--- src/hw/rtl/btcs_pkg.sv ---
// ----------------------------------------------------------------------------
// btcs_pkg: shared definitions for the balance and turn control step
// Number format, controller constants, datapath select codes, the command
// word from controller to datapath and the saturation helper.
// ----------------------------------------------------------------------------
package btcs_pkg;

  // Fixed point format: signed, FRAC_BITS fraction bits in a 32-bit word.
  localparam int FRAC_BITS = 20;
  localparam int DW        = 32;
  localparam int SW        = 26;
  localparam int OPW       = 35;
  localparam int KW        = (FRAC_BITS + 1 > 14) ? FRAC_BITS + 1 : 14;
  localparam int PW        = OPW + KW + 1;
  localparam int AW        = 50;

  localparam longint QONE     = longint'(1) << FRAC_BITS;
  localparam longint RND_HALF = longint'(1) << (FRAC_BITS - 1);
  localparam longint MAX32    = 64'sd2147483647;
  localparam longint MIN32    = -64'sd2147483648;

  // Fractional constants, rounded to nearest at FRAC_BITS.
  localparam longint K_INV_G      = (100 * QONE + 967 / 2) / 967;
  localparam longint K_ACC_BIAS   = (5 * QONE + 1000 / 2) / 1000;
  localparam longint K_ROLL_BIAS  = (76 * QONE + 1000 / 2) / 1000;
  localparam longint K_PITCH_BIAS = (2 * QONE + 100 / 2) / 100;
  localparam longint K_DT         = (5 * QONE + 1000 / 2) / 1000;
  localparam longint K_ALPHA      = (2 * QONE + 100 / 2) / 100;
  localparam longint K_KEEP       = (98 * QONE + 100 / 2) / 100;
  localparam longint K_SPD_P      = (2 * QONE + 1000 / 2) / 1000;
  localparam longint K_SPD_D      = (2 * QONE + 1000 / 2) / 1000;
  localparam longint K_REF_BIAS   = (4 * QONE + 1000 / 2) / 1000;
  localparam longint K_TILT_I     = (35 * QONE + 1000 / 2) / 1000;
  localparam longint K_TILT_WIN   = (2 * QONE + 100 / 2) / 100;

  // Integer loop gains.
  localparam longint GAIN_TILT_P = 2200;
  localparam longint GAIN_TILT_D = 12800;
  localparam longint GAIN_TURN_P = 10;
  localparam longint GAIN_TURN_D = 1600;

  // Configuration register indexes.
  localparam logic REG_SPEED_SETPOINT   = 1'b0;
  localparam logic REG_HEADING_SETPOINT = 1'b1;

  typedef enum logic [3:0] {
    OPA_ES, OPA_ES_MEM, OPA_AZ, OPA_PITCH, OPA_ACC_ANG, OPA_INNER,
    OPA_ROLL, OPA_DTILT, OPA_ERR, OPA_ERR_SUM, OPA_TERR, OPA_DHEAD
  } opa_sel_e;

  typedef enum logic [3:0] {
    KS_SPD_P, KS_SPD_D, KS_INV_G, KS_DT, KS_ALPHA, KS_KEEP, KS_TILT_I,
    KS_TILT_P, KS_TILT_D, KS_TURN_P, KS_TURN_D
  } k_sel_e;

  typedef enum logic [1:0] {
    BASE_ZERO, BASE_ACC, BASE_LAST_TILT, BASE_LAST_HEAD
  } base_sel_e;

  typedef enum logic [1:0] {
    BIAS_NONE, BIAS_REF, BIAS_ACC
  } bias_sel_e;

  typedef enum logic [2:0] {
    DST_NONE, DST_REF, DST_ACC_ANG, DST_INNER, DST_TILT, DST_HEAD,
    DST_DRIVE, DST_TURN
  } dest_sel_e;

  typedef struct packed {
    logic      capture;
    logic      mem_upd;
    logic      mul_en;
    opa_sel_e  opa;
    k_sel_e    ksel;
    logic      acc_en;
    base_sel_e base;
    logic      p_sub;
    bias_sel_e bias;
    dest_sel_e dest;
    logic      out_load;
  } dp_cmd_t;

  function automatic logic signed [DW-1:0] sat32(input logic signed [AW-1:0] x);
    logic signed [DW-1:0] r;
    if (x > AW'(MAX32)) begin
      r = DW'(MAX32);
    end else if (x < AW'(MIN32)) begin
      r = DW'(MIN32);
    end else begin
      r = DW'(x);
    end
    return r;
  endfunction

endpackage

--- src/hw/rtl/btcs_ctrl.sv ---
// ----------------------------------------------------------------------------
// btcs_ctrl: sequencer of the balance and turn control step
// Steps the datapath through the multiply and accumulate schedule of one
// tick and owns the input and output handshakes.
// ----------------------------------------------------------------------------
module btcs_ctrl (
  input  logic              clk_i,
  input  logic              rst_ni,
  input  logic              in_valid_i,
  output logic              in_stall_o,
  output logic              out_valid_o,
  input  logic              out_stall_i,
  output btcs_pkg::dp_cmd_t cmd_o
);
  import btcs_pkg::*;

  typedef enum logic [1:0] {ST_IDLE, ST_RUN, ST_FINISH} state_e;

  localparam logic [3:0] LAST_STEP = 4'd12;

  state_e     state_q;
  logic [3:0] step_q;
  logic       out_valid_q;
  logic       out_free;

  // One entry per schedule step. The multiplier issues a product in the
  // step, and the accumulator consumes the product issued one step earlier.
  function automatic dp_cmd_t step_cmd(input logic [3:0] step);
    dp_cmd_t c;
    c = '0;
    c.mul_en = 1'b1;
    c.acc_en = 1'b1;
    case (step)
      4'd0: begin
        c.mem_upd = 1'b1;
        c.acc_en  = 1'b0;
        c.opa     = OPA_ES;
        c.ksel    = KS_SPD_P;
      end
      4'd1: begin
        c.opa  = OPA_ES_MEM;
        c.ksel = KS_SPD_D;
        c.base = BASE_ZERO;
      end
      4'd2: begin
        c.opa   = OPA_AZ;
        c.ksel  = KS_INV_G;
        c.base  = BASE_ACC;
        c.p_sub = 1'b1;
        c.bias  = BIAS_REF;
        c.dest  = DST_REF;
      end
      4'd3: begin
        c.opa  = OPA_PITCH;
        c.ksel = KS_DT;
        c.base = BASE_ZERO;
        c.bias = BIAS_ACC;
        c.dest = DST_ACC_ANG;
      end
      4'd4: begin
        c.opa  = OPA_ACC_ANG;
        c.ksel = KS_ALPHA;
        c.base = BASE_LAST_TILT;
        c.dest = DST_INNER;
      end
      4'd5: begin
        c.opa  = OPA_INNER;
        c.ksel = KS_KEEP;
        c.base = BASE_ZERO;
      end
      4'd6: begin
        c.opa  = OPA_ROLL;
        c.ksel = KS_DT;
        c.base = BASE_ACC;
        c.dest = DST_TILT;
      end
      4'd7: begin
        c.opa  = OPA_DTILT;
        c.ksel = KS_TILT_D;
        c.base = BASE_LAST_HEAD;
        c.dest = DST_HEAD;
      end
      4'd8: begin
        c.opa   = OPA_ERR;
        c.ksel  = KS_TILT_P;
        c.base  = BASE_ZERO;
        c.p_sub = 1'b1;
      end
      4'd9: begin
        c.opa  = OPA_ERR_SUM;
        c.ksel = KS_TILT_I;
        c.base = BASE_ACC;
      end
      4'd10: begin
        c.opa  = OPA_TERR;
        c.ksel = KS_TURN_P;
        c.base = BASE_ACC;
        c.dest = DST_DRIVE;
      end
      4'd11: begin
        c.opa  = OPA_DHEAD;
        c.ksel = KS_TURN_D;
        c.base = BASE_ZERO;
      end
      4'd12: begin
        c.mul_en = 1'b0;
        c.base   = BASE_ACC;
        c.dest   = DST_TURN;
      end
      default: begin
        c = '0;
      end
    endcase
    return c;
  endfunction

  assign out_free = !out_valid_q || !out_stall_i;

  always_ff @(posedge clk_i or negedge rst_ni) begin
    if (!rst_ni) begin
      state_q     <= ST_IDLE;
      step_q      <= '0;
      out_valid_q <= 1'b0;
    end else begin
      // In the finish state the load below decides the valid flag.
      if (out_valid_q && !out_stall_i && (state_q != ST_FINISH)) begin
        out_valid_q <= 1'b0;
      end
      case (state_q)
        ST_IDLE: begin
          if (in_valid_i) begin
            state_q <= ST_RUN;
            step_q  <= '0;
          end
        end
        ST_RUN: begin
          if (step_q == LAST_STEP) begin
            state_q <= ST_FINISH;
          end else begin
            step_q <= step_q + 4'd1;
          end
        end
        ST_FINISH: begin
          if (out_free) begin
            out_valid_q <= 1'b1;
            state_q     <= ST_IDLE;
          end
        end
        default: begin
          state_q <= ST_IDLE;
        end
      endcase
    end
  end

  always_comb begin
    cmd_o = '0;
    case (state_q)
      ST_IDLE:   cmd_o.capture  = in_valid_i;
      ST_RUN:    cmd_o          = step_cmd(step_q);
      ST_FINISH: cmd_o.out_load = out_free;
      default:   cmd_o          = '0;
    endcase
  end

  assign in_stall_o  = (state_q != ST_IDLE);
  assign out_valid_o = out_valid_q;

endmodule

--- src/hw/rtl/btcs_datapath.sv ---
// ----------------------------------------------------------------------------
// btcs_datapath: arithmetic of the balance and turn control step
// Holds the setpoints, loop state and intermediate values, one shared
// multiplier with rounding, an accumulator and the output word register.
// ----------------------------------------------------------------------------
module btcs_datapath (
  input  logic                             clk_i,
  input  logic                             rst_ni,
  input  btcs_pkg::dp_cmd_t                cmd_i,
  input  logic                             cfg_we_i,
  input  logic                             cfg_idx_i,
  input  logic [btcs_pkg::DW-1:0]          cfg_data_i,
  input  logic signed [btcs_pkg::DW-1:0]   accel_vertical_i,
  input  logic signed [btcs_pkg::DW-1:0]   roll_rate_i,
  input  logic signed [btcs_pkg::DW-1:0]   pitch_rate_i,
  input  logic signed [btcs_pkg::DW-1:0]   wheel_speed_i,
  output logic signed [btcs_pkg::DW-1:0]   left_accel_o,
  output logic signed [btcs_pkg::DW-1:0]   right_accel_o,
  output logic                             drive_positive_o,
  output logic signed [btcs_pkg::DW-1:0]   tilt_estimate_o,
  output logic signed [btcs_pkg::DW-1:0]   heading_estimate_o
);
  import btcs_pkg::*;

  logic signed [SW-1:0]  spd_sp_q;
  logic signed [DW-1:0]  head_sp_q;
  logic signed [DW-1:0]  last_tilt_q, last_head_q, mem_q;
  logic signed [DW-1:0]  az_q, roll_q, pitch_q, ws_q;
  logic signed [DW-1:0]  ref_q, acc_ang_q, inner_q, tilt_q, head_q, drive_q, turn_q;
  logic signed [PW-1:0]  prod_q;
  logic                  frac_q;
  logic signed [AW-1:0]  acc_q;

  logic signed [OPW-1:0] opa;
  logic [KW-1:0]         kval;
  logic                  k_frac;
  logic signed [PW-1:0]  prod_rnd;
  logic signed [AW-1:0]  p_term, base_val, bias_val, acc_d;
  logic signed [DW-1:0]  acc_sat;
  logic signed [AW-1:0]  drv_ext, trn_ext;
  logic                  tilt_in_win;
  logic signed [DW-1:0]  left_d, right_d;

  // Configuration and loop state.
  always_ff @(posedge clk_i or negedge rst_ni) begin
    if (!rst_ni) begin
      spd_sp_q    <= '0;
      head_sp_q   <= '0;
      last_tilt_q <= '0;
      last_head_q <= '0;
      mem_q       <= '0;
    end else begin
      if (cfg_we_i) begin
        case (cfg_idx_i)
          REG_SPEED_SETPOINT:   spd_sp_q  <= cfg_data_i[SW-1:0];
          REG_HEADING_SETPOINT: head_sp_q <= cfg_data_i;
          default: ;
        endcase
      end
      // The speed error register follows its recurrence before use.
      if (cmd_i.mem_upd) begin
        mem_q <= sat32(AW'(spd_sp_q) - AW'(mem_q));
      end
      if (cmd_i.out_load) begin
        last_tilt_q <= tilt_q;
        last_head_q <= head_q;
      end
    end
  end

  always_comb begin
    case (cmd_i.opa)
      OPA_ES:      opa = OPW'(spd_sp_q) - OPW'(ws_q);
      OPA_ES_MEM:  opa = OPW'(spd_sp_q) - OPW'(ws_q) - OPW'(mem_q);
      OPA_AZ:      opa = OPW'(az_q);
      OPA_PITCH:   opa = OPW'(pitch_q) - OPW'(K_PITCH_BIAS);
      OPA_ACC_ANG: opa = OPW'(acc_ang_q);
      OPA_INNER:   opa = OPW'(inner_q);
      OPA_ROLL:    opa = OPW'(roll_q) + OPW'(K_ROLL_BIAS);
      OPA_DTILT:   opa = OPW'(last_tilt_q) - OPW'(tilt_q);
      OPA_ERR:     opa = OPW'(ref_q) - OPW'(tilt_q);
      OPA_ERR_SUM: opa = OPW'(ref_q) + OPW'(ref_q) - OPW'(tilt_q) - OPW'(last_tilt_q);
      OPA_TERR:    opa = OPW'(head_sp_q) - OPW'(head_q);
      OPA_DHEAD:   opa = OPW'(last_head_q) - OPW'(head_q);
      default:     opa = '0;
    endcase
  end

  always_comb begin
    k_frac = 1'b1;
    case (cmd_i.ksel)
      KS_SPD_P:  kval = KW'(K_SPD_P);
      KS_SPD_D:  kval = KW'(K_SPD_D);
      KS_INV_G:  kval = KW'(K_INV_G);
      KS_DT:     kval = KW'(K_DT);
      KS_ALPHA:  kval = KW'(K_ALPHA);
      KS_KEEP:   kval = KW'(K_KEEP);
      KS_TILT_I: kval = KW'(K_TILT_I);
      KS_TILT_P: begin
        kval   = KW'(GAIN_TILT_P);
        k_frac = 1'b0;
      end
      KS_TILT_D: begin
        kval   = KW'(GAIN_TILT_D);
        k_frac = 1'b0;
      end
      KS_TURN_P: begin
        kval   = KW'(GAIN_TURN_P);
        k_frac = 1'b0;
      end
      KS_TURN_D: begin
        kval   = KW'(GAIN_TURN_D);
        k_frac = 1'b0;
      end
      default:   kval = '0;
    endcase
  end

  always_ff @(posedge clk_i) begin
    if (cmd_i.mul_en) begin
      prod_q <= PW'(opa) * PW'($signed({1'b0, kval}));
      frac_q <= k_frac;
    end
  end

  // Fractional products round to nearest with ties toward plus infinity.
  always_comb begin
    prod_rnd = prod_q + PW'(RND_HALF);
    p_term   = frac_q ? AW'(prod_rnd >>> FRAC_BITS) : AW'(prod_q);
    case (cmd_i.base)
      BASE_ZERO:      base_val = '0;
      BASE_ACC:       base_val = acc_q;
      BASE_LAST_TILT: base_val = AW'(last_tilt_q);
      BASE_LAST_HEAD: base_val = AW'(last_head_q);
      default:        base_val = '0;
    endcase
    case (cmd_i.bias)
      BIAS_REF: bias_val = AW'(K_REF_BIAS);
      BIAS_ACC: bias_val = AW'(K_ACC_BIAS);
      default:  bias_val = '0;
    endcase
    acc_d   = base_val + (cmd_i.p_sub ? -p_term : p_term) - bias_val;
    acc_sat = sat32(acc_d);
  end

  always_ff @(posedge clk_i) begin
    if (cmd_i.capture) begin
      az_q    <= accel_vertical_i;
      roll_q  <= roll_rate_i;
      pitch_q <= pitch_rate_i;
      ws_q    <= wheel_speed_i;
    end
    if (cmd_i.acc_en) begin
      acc_q <= acc_d;
      case (cmd_i.dest)
        DST_REF:     ref_q     <= acc_sat;
        DST_ACC_ANG: acc_ang_q <= acc_sat;
        DST_INNER:   inner_q   <= acc_sat;
        DST_TILT:    tilt_q    <= acc_sat;
        DST_HEAD:    head_q    <= acc_sat;
        DST_DRIVE:   drive_q   <= acc_sat;
        DST_TURN:    turn_q    <= acc_sat;
        default: ;
      endcase
    end
  end

  // Wheel mixing: the turn drive only enters while the tilt is small.
  always_comb begin
    drv_ext     = AW'(drive_q);
    trn_ext     = AW'(turn_q);
    tilt_in_win = (tilt_q < DW'(K_TILT_WIN)) && (tilt_q > -DW'(K_TILT_WIN));
    if (tilt_in_win) begin
      left_d  = sat32(-drv_ext - trn_ext);
      right_d = sat32(drv_ext - trn_ext);
    end else begin
      left_d  = sat32(-drv_ext);
      right_d = drive_q;
    end
  end

  always_ff @(posedge clk_i) begin
    if (cmd_i.out_load) begin
      left_accel_o       <= left_d;
      right_accel_o      <= right_d;
      drive_positive_o   <= (drive_q > 0);
      tilt_estimate_o    <= tilt_q;
      heading_estimate_o <= head_q;
    end
  end

endmodule

--- src/hw/rtl/balance_turn_control_step.sv ---
// ----------------------------------------------------------------------------
// balance_turn_control_step: one control tick of a two-wheeled balancer
// Complementary tilt filter, heading integrator, speed PD, tilt PID and turn
// PD with saturated wheel acceleration outputs, all in signed Q11.20.
// ----------------------------------------------------------------------------
// Each accepted word carries one tick of sensor data and produces exactly one
// result word. The block works on one tick at a time: the result word becomes
// valid when the output step loads the output register, and the next word is
// taken only after that output step. The twelve products of the tick pass in
// sequence through one shared multiplier, then come an accumulate step, an
// output step and the cycle that takes the next word. A finished result sits
// in the output register until taken; meanwhile the next word is already
// accepted and computed, and only its final output step waits for the
// register to free up. The setpoint registers are written through the plain
// write port and must only change while the block is idle. After reset the
// tilt, heading and speed error history and both setpoints are zero.
module balance_turn_control_step (
  input  logic                           clk_i,
  input  logic                           rst_ni,
  input  logic                           cfg_we_i,
  input  logic                           cfg_idx_i,
  input  logic [btcs_pkg::DW-1:0]        cfg_data_i,
  input  logic                           in_valid_i,
  output logic                           in_stall_o,
  input  logic signed [btcs_pkg::DW-1:0] accel_vertical_i,
  input  logic signed [btcs_pkg::DW-1:0] roll_rate_i,
  input  logic signed [btcs_pkg::DW-1:0] pitch_rate_i,
  input  logic signed [btcs_pkg::DW-1:0] wheel_speed_i,
  output logic                           out_valid_o,
  input  logic                           out_stall_i,
  output logic signed [btcs_pkg::DW-1:0] left_accel_o,
  output logic signed [btcs_pkg::DW-1:0] right_accel_o,
  output logic                           drive_positive_o,
  output logic signed [btcs_pkg::DW-1:0] tilt_estimate_o,
  output logic signed [btcs_pkg::DW-1:0] heading_estimate_o
);
  import btcs_pkg::*;

  // Command word from the sequencer; the datapath reports nothing back, since
  // the schedule is fixed and only the handshakes decide when it advances.
  dp_cmd_t cmd;

  btcs_ctrl u_ctrl (
    .clk_i       (clk_i),
    .rst_ni      (rst_ni),
    .in_valid_i  (in_valid_i),
    .in_stall_o  (in_stall_o),
    .out_valid_o (out_valid_o),
    .out_stall_i (out_stall_i),
    .cmd_o       (cmd)
  );

  btcs_datapath u_datapath (
    .clk_i              (clk_i),
    .rst_ni             (rst_ni),
    .cmd_i              (cmd),
    .cfg_we_i           (cfg_we_i),
    .cfg_idx_i          (cfg_idx_i),
    .cfg_data_i         (cfg_data_i),
    .accel_vertical_i   (accel_vertical_i),
    .roll_rate_i        (roll_rate_i),
    .pitch_rate_i       (pitch_rate_i),
    .wheel_speed_i      (wheel_speed_i),
    .left_accel_o       (left_accel_o),
    .right_accel_o      (right_accel_o),
    .drive_positive_o   (drive_positive_o),
    .tilt_estimate_o    (tilt_estimate_o),
    .heading_estimate_o (heading_estimate_o)
  );

endmodule

--- config.mk ---
export PLATFORM = sky130hd
export DESIGN_NAME = balance_turn_control_step
export DESIGN_NICKNAME = d
export VERILOG_FILES = /design/src/hw/rtl/btcs_pkg.sv /design/src/hw/rtl/btcs_ctrl.sv /design/src/hw/rtl/btcs_datapath.sv /design/src/hw/rtl/balance_turn_control_step.sv
export SDC_FILE = /design/constraint.sdc
export NUM_CORES = 2
export LEC_CHECK = 0
export BUFFER_PORTS_ARGS = -buffer_cell sky130_fd_sc_hd__buf_2
export CORE_MARGIN = 5
export CORE_UTILIZATION = 35
export DETAILED_ROUTE_END_ITERATION = 10
export MAX_ROUTING_LAYER = met4
export SLEW_MARGIN = 25
export SYNTH_ARGS = -nofsm -noshare
export SYNTH_HDL_FRONTEND = slang
export SYNTH_SLANG_ARGS = --single-unit
--- constraint.sdc ---
create_clock -name clk_i -period 36 [get_ports clk_i]
set_clock_uncertainty 0.05 [all_clocks]
set_input_delay 0 -clock clk_i [delete_from_list [all_inputs] [get_ports clk_i]]
set_output_delay 0 -clock clk_i [all_outputs]
set_load 0.01 [all_outputs]
==> metrics.md <==
| Metric | Value |
|---|---|
| Slowest Stage Delay on Critical Path | `740 ps` |
| Multi-input logic area | `roughly 0.054 mm²` |
| CTS buffer count | `92` |
| Syn Area/Cell | `9.126 µm²` |
| Data required, critical path | `36410 ps` |
| CP Max Fanout | `11` |
| Total number of H-tree levels | `3` |
| Hold depth | `3` |
| Met1 GRT Util | `0.3488` |
| Crit path DAT | `14510 ps` |
| Largest regs | `u_datapath.prod_q x56, u_datapath.acc_q x50` |
| HP Start | `cfg_data_i[12]` |
| IO Count | `between 200 and 300` |
| Number of antenna violations at the first check in global routing | `34` |
| Area grow syn2layout | `14.51%` |
| Detail Placement HPWL | `265.8 mm` |
| Die width | `490.7 µm` |
| Post-synthesis sequential area ratio | `0.2681` |
| Max_cap viols | `0` |
| Synthesized area | `0.08088 mm²` |
| Avg WL per Cell | `26.41 µm` |
| Final TNS setup | `0 ps` |
| Number of routed nets with antenna violations | `0` |
| Slowest CP cell | `a311oi_1` |
| Root Buffer Master | `clkbuf_16` |
| DRT Pass-1 Iters | `8` |
| Via count | `70590` |
| Crit path capture type | `flop` |
| Number of global-route vias before repair | `70990` |
| Most common cell on crit path | `fa_1` |
| # rows | `176` |
| DRC viols | `0` |
| WS Path Type | `reg2reg` |
| CTS Buffer Depth | `3` |
| Hold Crit Class | `in2reg` |
| Fin nets | `between 10000 and 15000` |
| Fill cells | `22750` |
| RSZ-0062 raised after global routing | `false` |
| Synth unique cells | `112` |
| Top FF cell, synth | `edfxtp_1` |
| Peak Freq | `70.93 MHz` |
| Gpl congestion | `1.013` |
| Status | `finished, final reports clean` |
| Fin Hold WS | `61.87 ps` |
| Initial core utilization | `0.3518` |
| Final Max Tran Viols | `0` |
| Fin crit share | `0.3916` |
| R2R setup slack | `21900 ps` |
| Commonest cells after routing, fill and taps aside | `inv_1, nand2_1, fa_1, ha_1, edfxtp_1` |
| Layer carrying the most global-route usage | `met2` |
| Final setup vio count | `0` |
| Dpl cell area | `0.08609 mm²` |
| Grt ovf | `0` |
| Core ar. | `0.2299 mm²` |
| FF-to-FF path depth | `between 40 and 50` |
| Ys async rst share | `0.2150` |
| Hold endpoint | `u_datapath.head_sp_q[12]` |
| Post-synthesis net count | `10340` |
| I/O Buffers | `about 300` |
| Cell area after layout | `between 0.09 and 0.1 mm²` |
| Die area | `about 0.24 mm²` |
| Drt first-iter violations | `roughly 7100` |
| All-Layer GR Usage | `0.2764` |
| Via-to-Cell Ratio | `5.635` |
| Clk slew on worst S/H paths | `60 ps` |
| #FFs+latches synth | `749` |
| Final critical-path required period | `14100 ps` |
| Rel. slew slack | `0.1853` |
| Crit start category | `flop` |
| Reg area | `~0.022 mm²` |
| Clock Sinks | `749` |
| CTS tree | `yes` |
| Largest net degree at the start of global routing | `89` |
| YS warnings | `0` |
| Proportion of layout cells with a drive suffix above 1 | `0.08508` |
| Die Ht | `490.7 µm` |
| Final wirelength | `around 330 mm` |
| Worst-margin pin slew | `between 1000 and 1500 ps` |
| Commonest non-fill, non-tap cell in the layout | `inv_1` |
| Largest register FFs | `56` |
| Met3 Track Usage GR | `0.06014` |
| Largest reg by FF count | `u_datapath.prod_q` |
| Hold Vio Cnt, Final | `0` |
| Clk Latency, worst-skew pair | `800 ps` |
| First-pass GRT wire length | `481.8 mm` |
| Routing usage on met2 | `0.4273` |
| Cell count after synthesis | `between 8000 and 9000` |
| Post-synth EDFFs | `588` |
| FF-to-FF End | `u_datapath.prod_q[55]` |
| Reg2reg start | `u_datapath.spd_sp_q[1]` |
worst max-delay path by stage:
stage,to,startpoint
after detailed placement,u_datapath.prod_q[55],u_datapath.spd_sp_q[1]
after global placement,u_datapath.prod_q[55],u_datapath.ws_q[6]
after CTS,u_datapath.prod_q[55],u_datapath.spd_sp_q[1]
after global routing,u_datapath.prod_q[55],u_datapath.ws_q[6]
after floorplan,u_datapath.prod_q[55],u_datapath.spd_sp_q[1]
final,u_datapath.prod_q[55],u_datapath.spd_sp_q[1]
timing repair:
| action | in CTS | in global routing |
|---|---|---|
| buffers inserted | 0 | 0 |
| hold buffers | 335 | 0 |
| gates resized for setup | 0 | 0 |
| hold endpoints to repair | 308 | 0 |
critical path, delay by kind of cell (launching register included):
family | cells | cell delay, ps
XOR/XNOR | 2 | 280
flip-flops | 1 | 450
buffers and inverters | 6 | 350
AO/OA/AOI/OAI | 18 | 5020
adder cells (fa/ha/maj) | 10 | 4610
AND/OR/NAND/NOR | 10 | 3000
synth_stat cells, types with 24 or more instances:
library cell  count  area share
inv_1          1248       0.058
nand2_1        1030       0.048
fa_1            698        0.17
ha_1            615       0.095
edfxtp_1        588        0.22
a21oi_1         564       0.035
nor2_1          447       0.021
o21ai_0         424       0.026
xnor2_1         336       0.036
clkbuf_1        258       0.012
a21o_1          225       0.021
xor2_1          204       0.022
dfrtp_1         161       0.050
and2_1          148       0.011
nand3_1         146      0.0090
nor3_1          124      0.0077
nand4_1         110      0.0085
a31oi_1         108      0.0084
o21a_1           82      0.0076
nand2b_1         74      0.0057
nor2b_1          68      0.0053
and3_1           65      0.0050
o211ai_1         63      0.0058
mux2_2           61      0.0085
o21bai_1         60      0.0056
a211oi_1         53      0.0049
a211o_1          50      0.0054
o31ai_1          49      0.0045
or3_1            48      0.0037
a22oi_1          45      0.0042
mux2i_1          45      0.0056
a221oi_1         44      0.0048
nor4_1           36      0.0028
o2bb2ai_1        34      0.0037
or2_2            33      0.0026
o21ai_2          30      0.0032
o22ai_1          29      0.0022
buf_2            28      0.0017
buf_1            24      0.0011
stage by stage:
step | instances | util | setup WS (ps)
floorplan | 8863 | - | 24450
global placement | 11990 | 0.3743 | 22380
detailed placement | 11990 | 0.3745 | 22260
CTS | 12500 | 0.4023 | 22140
global route | 12520 | 0.4028 | 21190
finish | 12530 | 0.4029 | 21900
area by class of cell:
type	instances	share of cell area
Sequential cell	749	0.2341
Clock buffer	121	0.02701
Timing Repair Buffer	761	0.06303
Inverter	1249	0.05067
Multi-Input combinational cell	6542	0.5779
Antenna cell	28	0.0007565
Clock inverter	51	0.005579
Tap cell	3026	0.04088
cells by family (layout without fill, tap and decap cells):
family	after synthesis	after routing	share of synthesized area
mux	106	106	0.01406
flops	749	749	0.2681
buf+inv	1572	2182	0.07427
compound gates	2119	2119	0.1720
other cells	0	28	0
simple gates	2444	2444	0.1427
fa+ha+maj	1333	1333	0.2704
xor+xnor	540	540	0.05847
layer usage:
layer | vias to the layer above | part of all wire
li1 | 31710 | -
met2 | 3127 | 0.45
met1 | 35060 | 0.41
met5 | - | 0
met4 | 0 | 0.052
met3 | 685 | 0.085
Power is left out: the tool's default activity adds up to more than one toggle a clock period on the data nets, which glitch-free logic cannot reach.
